`config.mk`:
```
export PLATFORM = sky130hd
export DESIGN_NAME = pedestrian_crossing_light_sequencer
export DESIGN_NICKNAME = d
export VERILOG_FILES = /design/src/rtl/pcls_pkg.sv /design/src/rtl/pedestrian_crossing_light_sequencer.sv
export VERILOG_INCLUDE_DIRS = /design/src /design/src/rtl
export SDC_FILE = /design/constraint.sdc
export NUM_CORES = 1
export LEC_CHECK = 0
export ABC_AREA = 1
export BUFFER_PORTS_ARGS = -buffer_cell sky130_fd_sc_hd__buf_2
export CORE_MARGIN = 5
export CORE_UTILIZATION = 45
export CTS_BUF_LIST = sky130_fd_sc_hd__clkbuf_8
export CTS_CLUSTER_DIAMETER = 150
export CTS_CLUSTER_SIZE = 10
export DETAILED_ROUTE_END_ITERATION = 12
export PLACE_DENSITY = 0.69
export SLEW_MARGIN = 40
export SYNTH_ARGS = -nofsm -noshare
export SYNTH_HDL_FRONTEND = slang
export SYNTH_SLANG_ARGS = --single-unit
```
`constraint.sdc`:
```
create_clock -name clk -period 4.1 [get_ports clk]
set_clock_uncertainty 0.1 [all_clocks]
set_input_delay 1.23 -clock clk [delete_from_list [all_inputs] [get_ports clk]]
set_output_delay 1.23 -clock clk [all_outputs]
set_load 0.03 [all_outputs]
```
`src/rtl/pedestrian_crossing_light_sequencer_macros.svh`:
```
// Assertion macros for the pedestrian crossing light sequencer.
// Expects signals named clk and rst_n in the including module.
`ifndef PEDESTRIAN_CROSSING_LIGHT_SEQUENCER_MACROS_SVH
`define PEDESTRIAN_CROSSING_LIGHT_SEQUENCER_MACROS_SVH

// Immediate implication checked on every edge outside reset.
`define PCLS_ASSERT_IMP(label, ante, cons, msg) \
  label: assert property (@(posedge clk) disable iff (!rst_n) (ante) |-> (cons)) \
    else $error(msg);

// Next-cycle implication checked on every edge outside reset.
`define PCLS_ASSERT_NXT(label, ante, cons, msg) \
  label: assert property (@(posedge clk) disable iff (!rst_n) (ante) |=> (cons)) \
    else $error(msg);

`endif

```
`src/rtl/pcls_pkg.sv`:
```
// Shared types and constants for the pedestrian crossing light sequencer.
// No dependencies.
package pcls_pkg;

  localparam int unsigned CFG_W     = 16;
  localparam int unsigned CFG_IDX_W = 3;
  localparam int unsigned CNT_W     = 17;
  localparam int unsigned BLINK_W   = 3;
  localparam int unsigned BLINK_REPEATS_DEF = 5;

  // register indexes
  localparam logic [CFG_IDX_W-1:0] REG_BLINK_HALF_PERIOD = 3'd0;
  localparam logic [CFG_IDX_W-1:0] REG_AMBER_TIME        = 3'd1;
  localparam logic [CFG_IDX_W-1:0] REG_WALK_TIME         = 3'd2;
  localparam logic [CFG_IDX_W-1:0] REG_REFRESH_PAUSE     = 3'd3;
  localparam logic [CFG_IDX_W-1:0] REG_SETTLE_PAUSE      = 3'd4;

  localparam logic [CFG_W-1:0] BLINK_HALF_PERIOD_RST = 16'd500;
  localparam logic [CFG_W-1:0] AMBER_TIME_RST        = 16'd2000;
  localparam logic [CFG_W-1:0] WALK_TIME_RST         = 16'd5000;
  localparam logic [CFG_W-1:0] REFRESH_PAUSE_RST     = 16'd100;
  localparam logic [CFG_W-1:0] SETTLE_PAUSE_RST      = 16'd100;

  // lamp masks
  localparam logic [7:0] WALK_RED_BIT  = 8'b0001_0000;
  localparam logic [7:0] WALK_GO_BIT   = 8'b0000_1000;
  localparam logic [7:0] WALK_BLUE_BIT = 8'b0000_0100;
  localparam logic [7:0] HIGH_GROUP    = 8'b1110_0000;
  localparam logic [7:0] LOW_GROUP     = 8'b0001_1100;
  localparam logic [7:0] HIGH_RED      = 8'b1000_0000;
  localparam logic [7:0] HIGH_AMBER    = 8'b0100_0000;
  localparam logic [7:0] HIGH_GREEN    = 8'b0010_0000;
  localparam logic [7:0] NORTH_GREEN   = 8'b0000_0100;

  // byte zero patterns
  localparam logic [7:0] B0_ALL_AMBER  = 8'h48;
  localparam logic [7:0] B0_NS_GREEN   = 8'h30;
  localparam logic [7:0] B0_EW_GREEN   = 8'h84;

  localparam logic [7:0] LB0_RST = 8'h84;
  localparam logic [7:0] LB1_RST = 8'h30;
  localparam logic [7:0] LB2_RST = 8'h90;

  typedef struct packed {
    logic north_walk_request;
    logic west_walk_request;
  } in_item_t;

  typedef struct packed {
    logic [7:0] light_byte_zero;
    logic [7:0] light_byte_one;
    logic [7:0] light_byte_two;
    logic       refresh_strobe;
  } out_item_t;

endpackage

```
`src/rtl/pedestrian_crossing_light_sequencer.sv`:
```
// Top level of the pedestrian crossing light sequencer: phase FSM, countdown, lights.
// Depends on pcls_pkg and pedestrian_crossing_light_sequencer_macros.svh.
//
//  port group   dir  handshake          payload
//  in_*         in   in_valid/in_ready  pcls_pkg::in_item_t (walk requests)
//  out_*        out  out_valid/out_ready pcls_pkg::out_item_t (light bytes, strobe)
//  cfg_*        in   cfg_we             cfg_index, cfg_wdata (16 bits)
//
// One tick per cycle while in_ready is high: each accepted tick updates the phase,
// countdown and lights in one pass and lands its result in the output register.
// in_ready drops only while a result sits unread with out_ready low.
// rst_n (synchronous) restores E/W green, walk red and the register defaults.
`include "pedestrian_crossing_light_sequencer_macros.svh"

module pedestrian_crossing_light_sequencer #(
  parameter int unsigned BLINK_REPEATS = pcls_pkg::BLINK_REPEATS_DEF
) (
  input  logic                               clk,
  input  logic                               rst_n,
  input  logic                               in_valid,
  output logic                               in_ready,
  input  pcls_pkg::in_item_t                 in_data,
  output logic                               out_valid,
  input  logic                               out_ready,
  output pcls_pkg::out_item_t                out_data,
  input  logic                               cfg_we,
  input  logic [pcls_pkg::CFG_IDX_W-1:0]     cfg_index,
  input  logic [pcls_pkg::CFG_W-1:0]         cfg_wdata
);

  typedef enum logic [2:0] {
    ST_IDLE      = 3'd0,
    ST_BLINK_ON  = 3'd1,
    ST_BLINK_OFF = 3'd2,
    ST_AMBER     = 3'd3,
    ST_CROSS     = 3'd4,
    ST_WALK_GO   = 3'd5,
    ST_WALK_RED  = 3'd6
  } step_t;

  localparam logic [pcls_pkg::BLINK_W-1:0] REPEATS = pcls_pkg::BLINK_W'(BLINK_REPEATS);

  logic [pcls_pkg::CFG_W-1:0] blink_half_r, amber_time_r, walk_time_r;
  logic [pcls_pkg::CFG_W-1:0] refresh_pause_r, settle_pause_r;

  step_t                       step_r, step_nxt;
  logic                        west_r, west_nxt;
  logic [pcls_pkg::CNT_W-1:0]  cnt_r, cnt_nxt;
  logic [pcls_pkg::BLINK_W-1:0] blink_r, blink_nxt, blink_inc;
  logic                        north_pend_r, north_pend_nxt;
  logic                        west_pend_r, west_pend_nxt;
  logic [7:0]                  lb0_r, lb1_r, lb2_r, lb0_nxt, lb1_nxt, lb2_nxt;
  logic                        strobe;
  logic [7:0]                  wb, wb_nxt;

  // road service start request
  logic                        svc;
  logic                        svc_west;
  logic [pcls_pkg::CNT_W-1:0]  svc_wait;
  logic                        svc_green;

  logic                        out_valid_r;
  pcls_pkg::out_item_t         out_data_r;
  logic                        in_fire;

  logic [pcls_pkg::CNT_W-1:0]  rp_ext;
  logic                        cnt_busy;
  logic                        blinking;

  assign in_ready  = !out_valid_r || out_ready;
  assign in_fire   = in_valid && in_ready;
  assign out_valid = out_valid_r;
  assign out_data  = out_data_r;
  assign rp_ext    = pcls_pkg::CNT_W'(refresh_pause_r);
  assign wb        = west_r ? lb2_r : lb1_r;
  assign blink_inc = blink_r + 1'b1;
  assign cnt_busy  = cnt_r > pcls_pkg::CNT_W'(1);
  assign blinking  = (step_r == ST_BLINK_ON) || (step_r == ST_BLINK_OFF);

  always_comb begin
    step_nxt       = step_r;
    west_nxt       = west_r;
    cnt_nxt        = cnt_r;
    blink_nxt      = blink_r;
    north_pend_nxt = north_pend_r;
    west_pend_nxt  = west_pend_r;
    lb0_nxt        = lb0_r;
    lb1_nxt        = lb1_r;
    lb2_nxt        = lb2_r;
    wb_nxt         = wb;
    strobe         = 1'b0;
    svc            = 1'b0;
    svc_west       = 1'b0;
    svc_wait       = '0;

    if (cnt_busy) begin
      cnt_nxt = cnt_r - 1'b1;
    end else begin
      cnt_nxt = '0;
      unique case (step_r)
        ST_BLINK_ON: begin
          wb_nxt   = wb | pcls_pkg::WALK_BLUE_BIT;
          strobe   = 1'b1;
          cnt_nxt  = rp_ext + pcls_pkg::CNT_W'(blink_half_r);
          step_nxt = ST_BLINK_OFF;
        end
        ST_BLINK_OFF: begin
          wb_nxt  = (wb & pcls_pkg::HIGH_GROUP) | pcls_pkg::WALK_RED_BIT;
          strobe  = 1'b1;
          cnt_nxt = rp_ext + pcls_pkg::CNT_W'(blink_half_r);
          if (blink_inc >= REPEATS) begin
            blink_nxt = '0;
            step_nxt  = ST_AMBER;
          end else begin
            blink_nxt = blink_inc;
            step_nxt  = ST_BLINK_ON;
          end
        end
        ST_AMBER: begin
          lb0_nxt  = pcls_pkg::B0_ALL_AMBER;
          lb1_nxt  = (lb1_r & pcls_pkg::LOW_GROUP) | pcls_pkg::HIGH_AMBER;
          lb2_nxt  = (lb2_r & pcls_pkg::LOW_GROUP) | pcls_pkg::HIGH_AMBER;
          strobe   = 1'b1;
          cnt_nxt  = rp_ext + pcls_pkg::CNT_W'(amber_time_r);
          step_nxt = ST_CROSS;
        end
        ST_CROSS: begin
          if (west_r) begin
            lb0_nxt = pcls_pkg::B0_EW_GREEN;
            lb1_nxt = (lb1_r & pcls_pkg::LOW_GROUP) | pcls_pkg::HIGH_GREEN;
            lb2_nxt = (lb2_r & pcls_pkg::LOW_GROUP) | pcls_pkg::HIGH_RED;
          end else begin
            lb0_nxt = pcls_pkg::B0_NS_GREEN;
            lb1_nxt = (lb1_r & pcls_pkg::LOW_GROUP) | pcls_pkg::HIGH_RED;
            lb2_nxt = (lb2_r & pcls_pkg::LOW_GROUP) | pcls_pkg::HIGH_GREEN;
          end
          strobe   = 1'b1;
          cnt_nxt  = rp_ext;
          step_nxt = ST_WALK_GO;
        end
        ST_WALK_GO: begin
          wb_nxt   = (wb & pcls_pkg::HIGH_GROUP) | pcls_pkg::WALK_GO_BIT;
          strobe   = 1'b1;
          cnt_nxt  = rp_ext + pcls_pkg::CNT_W'(walk_time_r);
          step_nxt = ST_WALK_RED;
        end
        ST_WALK_RED: begin
          wb_nxt   = (wb & pcls_pkg::HIGH_GROUP) | pcls_pkg::WALK_RED_BIT;
          strobe   = 1'b1;
          step_nxt = ST_IDLE;
          west_nxt = 1'b0;
          cnt_nxt  = rp_ext;
          if (!west_r) begin
            north_pend_nxt = 1'b0;
            // hand over to west if it was waiting
            if (west_pend_r) begin
              svc      = 1'b1;
              svc_west = 1'b1;
              svc_wait = rp_ext;
            end
          end else begin
            west_pend_nxt = 1'b0;
          end
        end
        default: begin
          step_nxt       = ST_IDLE;
          west_nxt       = 1'b0;
          north_pend_nxt = in_data.north_walk_request;
          west_pend_nxt  = in_data.west_walk_request;
          if (in_data.north_walk_request) begin
            svc      = 1'b1;
            svc_west = 1'b0;
          end else if (in_data.west_walk_request) begin
            svc      = 1'b1;
            svc_west = 1'b1;
          end
        end
      endcase
    end

    // write back the walk byte of the served road
    if (west_r) begin
      if (step_r != ST_AMBER && step_r != ST_CROSS) lb2_nxt = wb_nxt;
    end else begin
      if (step_r != ST_AMBER && step_r != ST_CROSS) lb1_nxt = wb_nxt;
    end

    svc_green = svc_west ? ((lb2_r & pcls_pkg::HIGH_GREEN) != 8'h00)
                         : ((lb0_r & pcls_pkg::NORTH_GREEN) != 8'h00);
    if (svc) begin
      blink_nxt = '0;
      west_nxt  = svc_west;
      if (svc_green) begin
        step_nxt = ST_BLINK_ON;
        cnt_nxt  = svc_wait + pcls_pkg::CNT_W'(settle_pause_r);
      end else begin
        step_nxt = ST_WALK_GO;
        cnt_nxt  = svc_wait;
      end
    end
  end

  always_ff @(posedge clk) begin
    if (!rst_n) begin
      step_r       <= ST_IDLE;
      west_r       <= 1'b0;
      cnt_r        <= '0;
      blink_r      <= '0;
      north_pend_r <= 1'b0;
      west_pend_r  <= 1'b0;
      lb0_r        <= pcls_pkg::LB0_RST;
      lb1_r        <= pcls_pkg::LB1_RST;
      lb2_r        <= pcls_pkg::LB2_RST;
      out_valid_r  <= 1'b0;
      out_data_r   <= '0;
    end else begin
      if (in_fire) begin
        step_r       <= step_nxt;
        west_r       <= west_nxt;
        cnt_r        <= cnt_nxt;
        blink_r      <= blink_nxt;
        north_pend_r <= north_pend_nxt;
        west_pend_r  <= west_pend_nxt;
        lb0_r        <= lb0_nxt;
        lb1_r        <= lb1_nxt;
        lb2_r        <= lb2_nxt;
        out_valid_r  <= 1'b1;
        // result payload: load on transfer only
        out_data_r.light_byte_zero <= lb0_nxt;
        out_data_r.light_byte_one  <= lb1_nxt;
        out_data_r.light_byte_two  <= lb2_nxt;
        out_data_r.refresh_strobe  <= strobe;
      end else if (out_ready) begin
        out_valid_r  <= 1'b0;
      end
    end
  end

  always_ff @(posedge clk) begin
    if (!rst_n) begin
      blink_half_r    <= pcls_pkg::BLINK_HALF_PERIOD_RST;
      amber_time_r    <= pcls_pkg::AMBER_TIME_RST;
      walk_time_r     <= pcls_pkg::WALK_TIME_RST;
      refresh_pause_r <= pcls_pkg::REFRESH_PAUSE_RST;
      settle_pause_r  <= pcls_pkg::SETTLE_PAUSE_RST;
    end else if (cfg_we) begin
      unique case (cfg_index)
        pcls_pkg::REG_BLINK_HALF_PERIOD: blink_half_r    <= cfg_wdata;
        pcls_pkg::REG_AMBER_TIME:        amber_time_r    <= cfg_wdata;
        pcls_pkg::REG_WALK_TIME:         walk_time_r     <= cfg_wdata;
        pcls_pkg::REG_REFRESH_PAUSE:     refresh_pause_r <= cfg_wdata;
        pcls_pkg::REG_SETTLE_PAUSE:      settle_pause_r  <= cfg_wdata;
        default: ;
      endcase
    end
  end

  `PCLS_ASSERT_IMP(a_blink_idle_zero, !blinking, (blink_r == '0), "blink count left set")
  `PCLS_ASSERT_IMP(a_blink_bound, 1'b1, (blink_r < REPEATS), "blink count reached the limit")
  `PCLS_ASSERT_NXT(a_wait_quiet, in_fire && cnt_busy, !out_data_r.refresh_strobe, "strobe in wait")
  `PCLS_ASSERT_IMP(a_idle_no_road, (step_r == ST_IDLE), (!west_r), "road bit set while idle")
  `PCLS_ASSERT_IMP(a_stall_blocks_input, (out_valid_r && !out_ready), (!in_ready), "input in stall")

endmodule

```
==> results.json <==
{
  "portBuffers": 50,
  "finalNonFillerCells": 1672,
  "yosysTopAreaCellShare_pct": 30.5,
  "cts.htree.levels": 4,
  "critPathMaxFanout": 15,
  "cpMostUsedCell": "nand2_1",
  "grt_pass1_vias": 8020,
  "synth_edf_count": 0,
  "setup_viol": 0,
  "n_antenna_cell": 0,
  "cts_setup_buffers": 0,
  "crit_buf_inv": 5,
  "use_met3_pct": 3.31,
  "syn_area_um2": 8730,
  "drt_pass1_iterations": 5,
  "grtUsageMet2_pct": 36.8,
  "synth_cell_types": 47,
  "antenna_found_initial": 0,
  "yosys_warnings": 0,
  "slowest_delay_ns": 0.36,
  "dieHeight_um": 149,
  "coreArea_um2": 19300,
  "place_hpwl_um": 18800,
  "hold_path_class": "reg -> reg",
  "critPathSlowestCell": "dfxtp_1",
  "ir_worst_vdd_v": 0.000201,
  "top_usage_layer": "met2",
  "p_leak_uw": 0.00473,
  "utilization_pct": 49.2,
  "grt_pass1_wl_um": 40900,
  "numCtsBuffers": 17,
  "startpoint_type": "register",
  "rsz0062_at_grt": "no",
  "fin_crit_ns": 3.32,
  "timing.hold.ws_ns": 0.355,
  "syn_area_per_cell_um2": 6.33,
  "clk_path_buf_depth": 2,
  "final_common_cell": "nand2_1",
  "clkSinkCount": 133,
  "async_reset_ff_share_pct": 0,
  "io_pins": 53,
  "syn_inst": 1378,
  "drt_iter0_drc": 751,
  "clk_latency_ns": 0.47,
  "area_delta_synth_final_pct": 8.63,
  "crit_chain": "inv_1, ha_1, nand4_1, buf_4, inv_1, nand2_1, nor2_1, ha_1, nand2_1, inv_1, a21oi_1, nand2_1, nand3_1, nand2_1, nand2_1, nand3_1, nand2_1, inv_1, nor2_1, nor2_1",
  "max_slew_margin_pct": 60.7,
  "routedWlPerCell_um": 15.0,
  "dieArea_um2": 22300,
  "cellPowerDensity_nw_per_um2": 347,
  "routabilityCongestion": 0.987,
  "grt_usage_pct": 22.7,
  "crit_type": "reg -> reg",
  "synth_ff_type": "dfxtp_1",
  "multi_input_area_um2": 5110,
  "yosys-top-cells-area": "dfxtp_1 (31%), nand2_1 (15%), nor2_1 (7.7%)",
  "fin_setup_tns_ns": 0,
  "dieWidth_um": 149,
  "cts_root_buf": "clkbuf_8",
  "fin_nets": 1464,
  "layout_common_cells": "nand2_1 (348), nor2_1 (179), inv_1 (141), dfxtp_1 (133)",
  "gr-total-overflow": 0,
  "ys_ff_latch": 133,
  "end_kind": "register",
  "ys_seq_area_share_pct": 30.5,
  "drv_cap": 0,
  "ant_nets": 0,
  "synth_top_cell_by_area": "dfxtp_1",
  "regArea_um2": 2660,
  "final.fill_count": 2081,
  "via_count": 8700,
  "drive_gt1_share_pct": 9.52,
  "cts_resized": 0,
  "hold_viol": 0,
  "start_util_pct": 45.3,
  "place_inst": 1641,
  "critPathArrivalTime_ns": 3.58,
  "rows": 51,
  "crit_family": "simple AND/OR/NAND/NOR gates",
  "period_share_pct": 81.1,
  "cts_tree": "yes",
  "drv_slew": 0,
  "worstMarginPinSlew_ns": 0.589,
  "viasPerCell": 5.20,
  "drt-total-wl_um": 25100,
  "worstPathRequired_ns": 4.35,
  "drc": 0,
  "status": "complete, no violations",
  "grt.met1_usage_pct": 31.7,
  "finalPower_uw": 3290,
  "cts_hold_repair.buffers": 0,
  "clk_pin_slew_ns": 0.08,
  "fmax_mhz": 301,
  "grt_max_degree": 64
}
-- synth_stat cells, types with 6 or more instances --
cell type and number:
buf_6 6, inv_1 140, buf_4 19, ha_1 41
xnor2_1 6, nor2_1 179, nand2_4 10, clkbuf_1 35
nor3_1 12, o21ai_0 121, nand2_1 348, a21oi_1 116
nand3_1 121, dfxtp_1 133, nand4_1 7, xor2_1 9
-- cell type report --
class | instances | area share, %
inverters | 150 | 6.02
multi-input cells | 1029 | 53.9
repair buffers | 64 | 3.88
clock buffers | 17 | 2.47
clock inverters | 14 | 2.11
flip-flops and latches | 133 | 28.1
well taps | 265 | 3.50
-- metal layers --
metal / part of all wire, % / wire length [µm] / vias up
li1: - / - / 4479
met1: 47 / 11900 / 3938
met2: 45 / 11400 / 249
met3: 5.6 / 1410 / 34
met4: 1.7 / 432 / 0
met5: 0 / 0 / -
-- power breakdown --
group / internal (µW) / switching (µW) / total (µW)
sequential: 1350 / 56.6 / 1410
combinational: 201 / 422 / 623
clock: 668 / 588 / 1260
-- worst paths after layout --
| path | startpoint | to | slack (ns) | depth (start not counted) |
|---|---|---|---|---|
| worst min register to register | walk_time_r[3]$_SDFFE_PN1P_ | walk_time_r[3]$_SDFFE_PN1P_ | 0.36 | 2 |
| worst max-delay path | step_r[0]$_SDFFE_PN0P_ | cnt_r[15]$_SDFFE_PN0P_ | 0.78 | 20 |
| worst max register to register | step_r[0]$_SDFFE_PN0P_ | cnt_r[15]$_SDFFE_PN0P_ | 0.78 | 20 |
| worst min-delay path | walk_time_r[3]$_SDFFE_PN1P_ | walk_time_r[3]$_SDFFE_PN1P_ | 0.36 | 2 |
-- worst reg2reg max path, stage by stage (launching register included) --
cell,delay (ns)
dfxtp_1,0.36
inv_1,0.12
ha_1,0.25
nand4_1,0.11
buf_4,0.19
inv_1,0.33
nand2_1,0.09
nor2_1,0.20
ha_1,0.32
nand2_1,0.15
inv_1,0.05
a21oi_1,0.23
nand2_1,0.16
nand3_1,0.13
nand2_1,0.07
nand2_1,0.06
nand3_1,0.08
nand2_1,0.07
inv_1,0.03
nor2_1,0.07
nor2_1,0.04
-- state kept, by name, summed over array words and instances (netlist names) --
register         count
amber_time_r        16
blink_half_r        16
blink_r              3
cnt_r               17
lb0_r                4
lb1_r                8
lb2_r                8
out_data             7
out_valid            1
refresh_pause_r     16
settle_pause_r      16
step_r               3
walk_time_r         16
west_pend_r          1
west_r               1
-- logic make-up after synthesis --
family,synth area share [%]
simple gates,34.7
mux,0.115
buf+inv,10.9
other cells,0.0430
xor+xnor,1.51
flops,30.5
compound gates,15.9
fa+ha+maj,6.34
-- stage by stage --
stage	cell area [µm²]	setup slack [ns]
6_report	9480	0.776
3_5_place_dp	9040	0.819
3_3_place_gp	9040	0.841
2_1_floorplan	8730	1.16
5_1_grt	9480	0.466
4_1_cts	9480	0.817
Power figures use the tool's default switching activity.
